File: config.mk
export PLATFORM = sky130hd
export DESIGN_NAME = sorted_unique_key_list
export DESIGN_NICKNAME = d
export VERILOG_FILES = /design/src/rtl/sukl_pkg.sv /design/src/rtl/sukl_cell.sv /design/src/rtl/sorted_unique_key_list.sv
export SDC_FILE = /design/constraint.sdc
export NUM_CORES = 2
export LEC_CHECK = 0
export ABC_AREA = 1
export BUFFER_PORTS_ARGS = -buffer_cell sky130_fd_sc_hd__buf_4
export CAP_MARGIN = 20
export CORE_ASPECT_RATIO = 0.75
export CORE_UTILIZATION = 30
export CTS_BUF_LIST = sky130_fd_sc_hd__clkbuf_2 sky130_fd_sc_hd__clkbuf_4 sky130_fd_sc_hd__clkbuf_8
export DETAILED_ROUTE_END_ITERATION = 16
export HOLD_SLACK_MARGIN = 0.1
export PLACE_DENSITY = 0.56
export SYNTH_ARGS = -nofsm -noshare
export SYNTH_HDL_FRONTEND = slang
export SYNTH_SLANG_ARGS = --single-unit
File: constraint.sdc
create_clock -name clock -period 5.9 [get_ports clock]
set_input_delay 0.59 -clock clock [delete_from_list [all_inputs] [get_ports clock]]
set_output_delay 0.59 -clock clock [all_outputs]
set_load 0.03 [all_outputs]
File: src/rtl/sukl_pkg.sv
package sukl_pkg;

   localparam int DEF_CAPACITY    = 16;
   localparam int DEF_KEY_WIDTH   = 32;
   localparam int KEY_FIELD_WIDTH = 32;
   localparam int COUNT_WIDTH     = 5;

   localparam logic [1:0] OP_INSERT = 2'd0;
   localparam logic [1:0] OP_DELETE = 2'd1;
   localparam logic [1:0] OP_SEARCH = 2'd2;
   localparam logic [1:0] OP_DUMP   = 2'd3;

   localparam logic [2:0] ST_OK       = 3'd0;
   localparam logic [2:0] ST_DUP      = 3'd1;
   localparam logic [2:0] ST_NOTFOUND = 3'd2;
   localparam logic [2:0] ST_FULL     = 3'd3;
   localparam logic [2:0] ST_EMPTY    = 3'd4;

   typedef struct packed {
      logic [1:0]                        op;
      logic signed [KEY_FIELD_WIDTH-1:0] key;
   } req_type;

   typedef struct packed {
      logic [2:0]                        status;
      logic signed [KEY_FIELD_WIDTH-1:0] key_out;
      logic [COUNT_WIDTH-1:0]            count;
      logic                              last;
   } rsp_type;

   typedef enum logic [2:0] {
      S_IDLE,
      S_COMPARE,
      S_UPDATE,
      S_DUMP
   } state_type;

   typedef enum logic [2:0] {
      CELL_HOLD,
      CELL_COMPARE,
      CELL_INSERT,
      CELL_DELETE,
      CELL_ROTATE
   } cell_cmd_type;

endpackage

File: src/rtl/sukl_cell.sv
module sukl_cell #(
   parameter int KEY_WIDTH = sukl_pkg::DEF_KEY_WIDTH
) (
   input  logic                        clock,
   input  sukl_pkg::cell_cmd_type      cmd,
   input  logic signed [KEY_WIDTH-1:0] op_key,
   input  logic signed [KEY_WIDTH-1:0] head_key,
   input  logic                        valid,
   input  logic signed [KEY_WIDTH-1:0] prev_key,
   input  logic                        prev_lt,
   input  logic signed [KEY_WIDTH-1:0] next_key,
   input  logic                        next_valid,
   output logic signed [KEY_WIDTH-1:0] key,
   output logic                        lt,
   output logic                        eq
);

   logic signed [KEY_WIDTH-1:0] key_ff, key_in;
   logic                        lt_ff, lt_in;
   logic                        eq_ff, eq_in;

   always_comb begin
      key_in = key_ff;
      lt_in  = lt_ff;
      eq_in  = eq_ff;
      unique case (cmd)
         sukl_pkg::CELL_COMPARE: begin
            lt_in = valid && (key_ff < op_key);
            eq_in = valid && (key_ff == op_key);
         end
         sukl_pkg::CELL_INSERT: begin
            if (!lt_ff) begin
               key_in = prev_lt ? op_key : prev_key;
            end
         end
         sukl_pkg::CELL_DELETE: begin
            if (!lt_ff) begin
               key_in = next_key;
            end
         end
         sukl_pkg::CELL_ROTATE: begin
            if (valid) begin
               key_in = next_valid ? next_key : head_key;
            end
         end
         default: begin
         end
      endcase
   end

   always_ff @(posedge clock) begin
      key_ff <= key_in;
      lt_ff  <= lt_in;
      eq_ff  <= eq_in;
   end

   assign key = key_ff;
   assign lt  = lt_ff;
   assign eq  = eq_ff;

endmodule

File: src/rtl/sorted_unique_key_list.sv
// channel | ports                            | transfer when
// --------+----------------------------------+------------------------
// request | req_valid, req_ready, req_data   | req_valid & req_ready
// result  | rsp_valid, rsp_ready, rsp_data   | rsp_valid & rsp_ready
//
// Insert, delete and search go through capture, compare in every cell,
// then shift the cell row and load the result register.
// A dump then rotates the row one cell a cycle past cell 0 unless stalled.
// One item at a time; the result register lets the next item in while the
// last result waits. A stalled result holds the row and the update or dump state.
// Synchronous reset empties the list; cell contents are not cleared.
module sorted_unique_key_list #(
   parameter int CAPACITY  = sukl_pkg::DEF_CAPACITY,
   parameter int KEY_WIDTH = sukl_pkg::DEF_KEY_WIDTH
) (
   input  logic              clock,
   input  logic              reset,
   input  logic              req_valid,
   output logic              req_ready,
   input  sukl_pkg::req_type req_data,
   output logic              rsp_valid,
   input  logic              rsp_ready,
   output sukl_pkg::rsp_type rsp_data
);

   localparam int FW = $clog2(CAPACITY + 1);

   sukl_pkg::state_type    state_ff, state_in;
   sukl_pkg::cell_cmd_type cell_cmd;

   logic [1:0]                  op_ff;
   logic signed [KEY_WIDTH-1:0] key_ff;
   logic [FW-1:0]               fill_ff, fill_in;
   logic [FW-1:0]               dump_cnt_ff, dump_cnt_in;
   logic                        rsp_valid_ff, rsp_valid_in;
   sukl_pkg::rsp_type           rsp_data_ff, rsp_next;
   logic                        load;

   logic signed [KEY_WIDTH-1:0] cell_key [CAPACITY];
   logic [CAPACITY-1:0]         lt_vec, eq_vec, valid_vec;

   logic hit, out_free, dump_last;

   // cell row
   for (genvar i = 0; i < CAPACITY; i++) begin : g_cell
      logic signed [KEY_WIDTH-1:0] prev_key, next_key;
      logic                        prev_lt, next_valid;

      assign valid_vec[i] = (FW'(i) < fill_ff);

      if (i == 0) begin : g_head
         assign prev_key = key_ff;
         assign prev_lt  = 1'b1;
      end else begin : g_body
         assign prev_key = cell_key[i-1];
         assign prev_lt  = lt_vec[i-1];
      end

      if (i == CAPACITY - 1) begin : g_tail
         assign next_key   = key_ff;
         assign next_valid = 1'b0;
      end else begin : g_mid
         assign next_key   = cell_key[i+1];
         assign next_valid = valid_vec[i+1];
      end

      sukl_cell #(
         .KEY_WIDTH(KEY_WIDTH)
      ) u_cell (
         .clock     (clock),
         .cmd       (cell_cmd),
         .op_key    (key_ff),
         .head_key  (cell_key[0]),
         .valid     (valid_vec[i]),
         .prev_key  (prev_key),
         .prev_lt   (prev_lt),
         .next_key  (next_key),
         .next_valid(next_valid),
         .key       (cell_key[i]),
         .lt        (lt_vec[i]),
         .eq        (eq_vec[i])
      );
   end

   assign hit       = |eq_vec;
   assign out_free  = !rsp_valid_ff || rsp_ready;
   assign dump_last = (dump_cnt_ff == fill_ff - FW'(1));

   always_comb begin
      state_in = state_ff;
      unique case (state_ff)
         sukl_pkg::S_IDLE: begin
            if (req_valid) begin
               state_in = sukl_pkg::S_COMPARE;
            end
         end
         sukl_pkg::S_COMPARE: begin
            state_in = sukl_pkg::S_UPDATE;
         end
         sukl_pkg::S_UPDATE: begin
            if (out_free) begin
               if (op_ff == sukl_pkg::OP_DUMP && fill_ff != '0) begin
                  state_in = sukl_pkg::S_DUMP;
               end else begin
                  state_in = sukl_pkg::S_IDLE;
               end
            end
         end
         sukl_pkg::S_DUMP: begin
            if (out_free && dump_last) begin
               state_in = sukl_pkg::S_IDLE;
            end
         end
         default: begin
            state_in = sukl_pkg::S_IDLE;
         end
      endcase
   end

   always_comb begin
      req_ready        = 1'b0;
      cell_cmd         = sukl_pkg::CELL_HOLD;
      load             = 1'b0;
      fill_in          = fill_ff;
      dump_cnt_in      = dump_cnt_ff;
      rsp_next.status  = sukl_pkg::ST_OK;
      rsp_next.key_out = '0;
      rsp_next.last    = 1'b1;
      unique case (state_ff)
         sukl_pkg::S_IDLE: begin
            req_ready = 1'b1;
         end
         sukl_pkg::S_COMPARE: begin
            cell_cmd    = sukl_pkg::CELL_COMPARE;
            dump_cnt_in = '0;
         end
         sukl_pkg::S_UPDATE: begin
            if (out_free) begin
               priority if (op_ff == sukl_pkg::OP_DUMP) begin
                  if (fill_ff == '0) begin
                     load            = 1'b1;
                     rsp_next.status = sukl_pkg::ST_EMPTY;
                  end
               end else if (op_ff != sukl_pkg::OP_INSERT && fill_ff == '0) begin
                  load            = 1'b1;
                  rsp_next.status = sukl_pkg::ST_EMPTY;
               end else if (op_ff == sukl_pkg::OP_INSERT) begin
                  load = 1'b1;
                  priority if (hit) begin
                     rsp_next.status = sukl_pkg::ST_DUP;
                  end else if (fill_ff == FW'(CAPACITY)) begin
                     rsp_next.status = sukl_pkg::ST_FULL;
                  end else begin
                     cell_cmd = sukl_pkg::CELL_INSERT;
                     fill_in  = fill_ff + FW'(1);
                  end
               end else if (op_ff == sukl_pkg::OP_DELETE) begin
                  load = 1'b1;
                  if (hit) begin
                     cell_cmd = sukl_pkg::CELL_DELETE;
                     fill_in  = fill_ff - FW'(1);
                  end else begin
                     rsp_next.status = sukl_pkg::ST_NOTFOUND;
                  end
               end else begin
                  load = 1'b1;
                  if (hit) begin
                     rsp_next.key_out = sukl_pkg::KEY_FIELD_WIDTH'($unsigned(key_ff));
                  end else begin
                     rsp_next.status = sukl_pkg::ST_NOTFOUND;
                  end
               end
            end
         end
         sukl_pkg::S_DUMP: begin
            if (out_free) begin
               load             = 1'b1;
               cell_cmd         = sukl_pkg::CELL_ROTATE;
               rsp_next.key_out = sukl_pkg::KEY_FIELD_WIDTH'($unsigned(cell_key[0]));
               rsp_next.last    = dump_last;
               dump_cnt_in      = dump_cnt_ff + FW'(1);
            end
         end
         default: begin
         end
      endcase
      rsp_next.count = sukl_pkg::COUNT_WIDTH'(fill_in);
   end

   assign rsp_valid_in = load ? 1'b1 : (rsp_ready ? 1'b0 : rsp_valid_ff);

   always_ff @(posedge clock) begin
      if (reset) begin
         state_ff     <= sukl_pkg::S_IDLE;
         fill_ff      <= '0;
         dump_cnt_ff  <= '0;
         rsp_valid_ff <= 1'b0;
      end else begin
         state_ff     <= state_in;
         fill_ff      <= fill_in;
         dump_cnt_ff  <= dump_cnt_in;
         rsp_valid_ff <= rsp_valid_in;
      end
   end

   always_ff @(posedge clock) begin
      if (req_valid && req_ready) begin
         op_ff  <= req_data.op;
         key_ff <= $signed(KEY_WIDTH'($unsigned(req_data.key)));
      end
      if (load) begin
         rsp_data_ff <= rsp_next;
      end
   end

   assign rsp_valid = rsp_valid_ff;
   assign rsp_data  = rsp_data_ff;

endmodule

# After elaboration in Yosys (flattened, before gate mapping)

Index checks and enable logic that the tools add are counted.

Output and inout bits: 43
Register bits after elaboration: 633
Logic and storage cells: 382
Bits of input ports: 38

Muxes and demuxes: 143
$lt $le $gt $ge: 32
Reduce and logical (&&, ||, !) cells: 67
Equal/unequal tests: 79
$add $sub $neg: 3

Operator list:

| operator                                                                     | count |
|---|---|
| 32-bit 2-to-1 mux                                                            | 85 |
| 32-bit one-hot mux with 3 select lines                                       | 16 |
| 32-bit equality test                                                         | 16 |
| 32-bit less-than comparator                                                  | 16 |
| 2-bit inequality test (second input constant)                                | 36 |
| 32-bit one-hot mux with 2 select lines                                       | 1 |
| 4-bit AND reduction                                                          | 15 |
| 5-bit 2-to-1 mux                                                             | 10 |
| 4-bit by 5-bit less-than comparator with 1-bit output (first input constant) | 8 |
| 1-bit logical AND                                                            | 36 |
| 3-bit 2-to-1 mux                                                             | 11 |
| 2-bit by 1-bit inequality test with 1-bit output (second input constant)     | 16 |
| 3-bit by 5-bit less-than comparator with 1-bit output (first input constant) | 4 |
| 2-bit 2-to-1 mux                                                             | 9 |
| 16-bit OR reduction                                                          | 1 |
| 3-bit by 2-bit equality test with 1-bit output (second input constant)       | 4 |
| 3-bit one-hot mux with 4 select lines                                        | 1 |
| 5-bit by 1-bit adder with 5-bit output (second input constant)               | 2 |
| 1-bit by 5-bit less-than comparator with 1-bit output (first input constant) | 2 |
| 2-bit by 5-bit less-than comparator with 1-bit output (first input constant) | 2 |
| 5-bit one-hot mux with 2 select lines                                        | 1 |
| 3-bit one-hot mux with 3 select lines                                        | 1 |
| 1-bit 2-to-1 mux                                                             | 7 |
| 3-bit by 1-bit equality test with 1-bit output (second input constant)       | 2 |
| other kinds (18)                                                             | 22 |

# Longest topological paths before layout

Depth after elaboration: 11
Gate-level depth with buffers: 15
Gate-level depth less buffers: 15

# Hierarchy

A second synthesis with hierarchy kept.

Cell total of the unflattened synthesis: 6690
Area total of the unflattened synthesis: 55688.4 um^2

Modules (own cells, without submodules):

| module                            | cells each | area each (um^2) | sequential area each (um^2) | instances |
|---|---|---|---|---|
| sukl_cell at g_cell[0].u_cell ... | 393        | 3234.4           | 1021.0                      | 13 |
| sukl_cell at g_cell[7].u_cell ... | 395        | 3240.6           | 1021.0                      | 2 |
| sorted_unique_key_list            | 423        | 4199.0           | 2512.4                      | 1 |
| sukl_cell at g_cell[9].u_cell     | 368        | 2961.6           | 1021.0                      | 1 |

# Worst setup path before layout

Ideal clock, no wire load.

Path kind: flip-flop to flip-flop
Start point: register fill_ff[4]
End point: register rsp_data_ff, in the netlist rsp_data[0] (enable)
Data required time: 5.410 ns
Cell stages (with the launch flop): 11
Buffers on the path: 1
Data arrival time: 3.808 ns
Setup time: 0.490 ns
Period minus slack after synthesis: 4.299 ns
Path slack: 1.601 ns
Path through: dfxtp_1 > buf_2 > nor2_4 > inv_2 > nor2_4 > nand2_1 > nand2_1 > inv_1 > nand2_1 > inv_1 > nor3_1

Cells in the longest elaborated chain, start to end: 5

RTL lines:

| what                                  | RTL line                                                     | text |
|---|---|---|
| start, declared                       | sorted_unique_key_list.sv:33                                 | `logic [FW-1:0] fill_ff, fill_in;` |
| start signal, assigned                | sorted_unique_key_list.sv:200                                | `fill_ff <= fill_in;` |
| 5-bit zero test                       | sorted_unique_key_list.sv:140, sorted_unique_key_list.sv:144 |  |
| 1-bit 2-to-1 mux                      | sorted_unique_key_list.sv:140                                | `if (fill_ff == '0) begin` |
| 1-bit 2-to-1 mux                      | sorted_unique_key_list.sv:139                                | `priority if (op_ff == sukl_pkg::OP_DUMP) begin` |
| 1-bit 2-to-1 mux                      | sorted_unique_key_list.sv:138                                | `if (out_free) begin` |
| 1-bit one-hot mux with 2 select lines | sorted_unique_key_list.sv:129                                | `unique case (state_ff)` |
| named net load                        | sorted_unique_key_list.sv:37                                 | `logic load;` |
| end signal, assigned                  | sorted_unique_key_list.sv:212                                | `rsp_data_ff <= rsp_next;` |
| end, declared                         | sorted_unique_key_list.sv:36                                 | `sukl_pkg::rsp_type rsp_data_ff, rsp_next;` |

The timed path passes the listed nets, and every way through them passes these cells.
A chain may end at the register's enable or synchronous reset.

# Worst setup path in the final report

Start point: register key_ff[29] (netlist: g_cell[0].prev_key[29])
End point: register g_cell[1].u_cell.lt_ff (data pin)

Cells in the longest elaborated chain, start to end: 2

RTL lines:

| what                        | RTL line                      | text |
|---|---|---|
| start, declared             | sorted_unique_key_list.sv:32  | `logic signed [KEY_WIDTH-1:0] key_ff;` |
| start signal, assigned      | sorted_unique_key_list.sv:209 | `key_ff <= $signed(KEY_WIDTH'($unsigned(req_data.key)));` |
| 32-bit less-than comparator | sukl_cell.sv:28               | `lt_in = valid && (key_ff < op_key);` |
| 1-bit logical AND           | sukl_cell.sv:28               |  |
| end signal, assigned        | sukl_cell.sv:53               | `lt_ff <= lt_in;` |
| end, declared               | sukl_cell.sv:19               | `logic lt_ff, lt_in;` |

Every way passes these cells.

==> summary.md <==
| Metric | Value |
|---|---|
| Status | `finished clean` |
| Startpoint Class | `flop` |
| Synthesized net count | `7221` |
| Mapped cell area | `50700 um^2` |
| Die X | `476.7 um` |
| Core area | `167700 um^2` |
| Period minus WS final | `4.246 ns` |
| Power share of the combinational group | `between 40% and 50%` |
| First-pass GRT wire length | `317000 um` |
| Clock skew | `0.05239 ns` |
| Worst Path Buf+Inv | `2` |
| Total net switching power | `around 10000 uW` |
| Clk pwr share | `just under 20%` |
| Initial antenna violation count | `5` |
| Crit path max fanout | `15` |
| Switching portion of total power | `46.88%` |
| Pre-CTS WS | `1.761 ns` |
| Yosys Warn Count | `0` |
| Clock sinks | `632` |
| Most common cell after layout, fill and taps aside | `nand2_1` |
| Via count | `50420` |
| Critical-path top delay cell | `nor3b_1` |
| Crit-path max cell delay | `~1.1 ns` |
| Total wire length | `221200 um` |
| Final WS setup | `between 1.5 and 2 ns` |
| Unrepaired setup endpoints after global routing | `no` |
| Total CTS buffers | `113` |
| Pleak | `0.02343 uW` |
| Worst setup EP type | `flop` |
| Internal reg-to-reg setup slack | `around 1.7 ns` |
| RD Place Congestion | `roughly 0.95` |
| Share of post-route cells with drive strength above 1 | `about 6.7%` |
| DRT iter0 DRCs | `6934` |
| CTS Buffer Depth | `3` |
| Drt via density | `5.648` |
| CTS H-tree depth | `3` |
| DPL Wire Length | `147300 um` |
| CTS tree | `done` |
| Router iterations before antenna repair | `8` |
| Final Hold Fails | `0` |
| Max cap viols | `0` |
| DIE AREA | `170700 um^2` |
| Row count | `130` |
| Vias in the first global route | `45330` |
| Ys async rst share | `0%` |
| Top Ports | `81` |
| Wire per inst | `about 25 um` |
| Clock insertion delay at the later pin of the skew report | `between 0.8 and 0.9 ns` |
| Die Y | `358.0 um` |
| Post-synth top flop | `edfxtp_1` |
| Layout area overhead | `10.50%` |
| Largest net degree at the start of global routing | `roughly 210` |
| Gr usage total | `between 20% and 30%` |
| Min-delay worst type | `in2reg` |
| Sequential share of the synthesized area | `a little under two fifths` |
| Clock Pin Slew Worst Setup and Hold Paths | `0.07 ns` |
| Pint | `11770 uW` |
| Setup CP Type | `reg2reg` |
| Final setup fails | `0` |
| Synth cell types | `38` |
| Nets | `slightly above 7000` |
| Crit path DAT | `4.87 ns` |
| Relative slew slack | `between 10% and 20%` |
| GRT Residual Overflow | `0` |
| Max Clk Rate | `235.5 MHz` |
| CP Cell Sequence | `clkinv_1 -> buf_4 -> ha_1 -> nand2_1 -> nor2_1 -> nand4_1 -> nor3b_1 -> nand2_1 -> a21oi_1 -> nor2_1` |
| EDFF count, synth | `619` |
| Starting Density | `a little under a third` |
| Drt drc | `0` |
| Placed cell area | `around 53000 um^2` |
| Final Cycle Share | `71.96%` |
| Most frequent cells in the layout | `1981 x nand2_1, 619 x edfxtp_1, 596 x inv_1` |
| Worst Path Required | `between 6 and 7 ns` |
| Finished Cell Area | `56020 um^2` |
| Post-CTS sizing | `0` |
| Buffers on Ports | `80` |
| Syn Inst Count | `6666` |
| ANT nets after route | `0` |
| Synthesized flop and latch total | `roughly 630` |
| Average size of a mapped cell | `7.606 um^2` |
| P per Cell Area | `395.5 nW/um^2` |
| VDD IR-drop max | `0.3221 mV` |
| Worst Max-Slew Pin Slew | `1.240 ns` |
| Post-route setup TNS | `0 ns` |
| Root buf cell | `clkbuf_8` |
| CP top delay family | `simple AND/OR/NAND/NOR gates` |
| Sequential share of power | `33.5%` |
| Slew Limit Fails | `0` |
-- worst min-delay path, delay by kind of cell --
family / cells / cell delay [ns]
buf+inv: 2 / 0.12
compound gates: 2 / 0.25
simple gates: 1 / 0.06
-- kinds of logic after synthesis --
group	share of synthesized area, %
AO/OA/AOI/OAI	18.53
buffers and inverters	8.400
XOR/XNOR	0.05183
flip-flops	37.17
adder cells (fa/ha/maj)	12.76
AND/OR/NAND/NOR	23.09
-- synth_stat cells, types with 3 or more instances --
cell type | instances | area share, %
buf_2 | 53 | 0.52
inv_1 | 611 | 4.5
xor2_1 | 3 | 0.052
a21o_1 | 15 | 0.22
o21ai_0 | 476 | 4.7
or2_2 | 3 | 0.037
inv_2 | 3 | 0.022
buf_4 | 47 | 0.70
nand4_1 | 33 | 0.41
nor2_1 | 217 | 1.6
nand2_1 | 1988 | 15
o211ai_1 | 514 | 7.6
buf_6 | 3 | 0.067
ha_1 | 517 | 13
o21ai_1 | 35 | 0.35
nand3b_1 | 3 | 0.044
nor4_1 | 9 | 0.11
and3_1 | 12 | 0.15
a21oi_1 | 480 | 4.7
clkinv_1 | 9 | 0.067
edfxtp_1 | 619 | 37
nor3_1 | 20 | 0.20
clkbuf_1 | 308 | 2.3
dfxtp_1 | 13 | 0.51
nand3_1 | 567 | 5.6
buf_1 | 30 | 0.22
o22ai_1 | 32 | 0.39
a21boi_0 | 5 | 0.074
o21a_1 | 26 | 0.38
-- layer usage --
layer / vias up / GRT usage [%] / part of all wire (%)
met1: 24040 / 36.63 / 44
met4: 2 / 9.223 / 3.8
met5: - / 0 / 0.0054
met2: 3040 / 34.40 / 39
met3: 337 / 7.005 / 13
li1: 23010 / - / -
-- final timing paths --
path,startpoint,end,depth (start not counted)
hold / removal,req_valid,state_ff[0]$_SDFFE_PP0P_,5
hold reg to reg,dump_cnt_ff[4]$_SDFFE_PP0P_,dump_cnt_ff[4]$_SDFFE_PP0P_,2
setup / recovery,g_cell[0].prev_key[29]$_DFFE_PP_,g_cell[1].u_cell.lt$_DFFE_PN_,10
setup reg to reg,g_cell[0].prev_key[29]$_DFFE_PP_,g_cell[1].u_cell.lt$_DFFE_PN_,10
-- registers in the layout, indices dropped and copies added (netlist names) --
name / count
g_cell.u_cell.eq: 16
fill_ff: 5
rsp_valid: 1
op_ff: 2
g_cell.u_cell.lt: 16
g_cell.prev_key: 32
g_cell.u_cell.key: 512
rsp_data: 41
state_ff: 2
dump_cnt_ff: 5
-- through the flow --
stage	utilization [%]	hold WS, ns	std cells	total power (uW)
after floorplan	-	0.4582	6666	13730
after global placement	31.83	0.4700	8671	17370
after detailed placement	31.85	0.4751	8675	17500
after CTS	33.34	0.1294	8919	21820
after global routing	33.40	0.2279	8926	23340
final	33.41	0.2022	8928	22160
-- power groups by stage --
stage	logic [uW]	registers (uW)	clock network (uW)
finish	10500	7410	4280
global route	11400	7490	4490
CTS	10100	7370	4330
detailed placement	10000	7450	0
global placement	9910	7460	0
floorplan	6510	7220	0
-- layout make-up --
cell class | count | area, um^2
antenna | 4 | 10.01
multi-input combinational | 4970 | 27790
clock inverter | 50 | 215.2
clock buffer | 158 | 1918
sequential | 632 | 18850
timing repair buffer | 247 | 2087
fill | 17760 | 111700
inverter | 623 | 2347
tap | 2244 | 2808
-- repair_timing --
action                    CTS  global route
hold endpoints to repair   46             0
buffers inserted            0             0
hold buffers               36             0
Power figures use the tool's default switching activity.
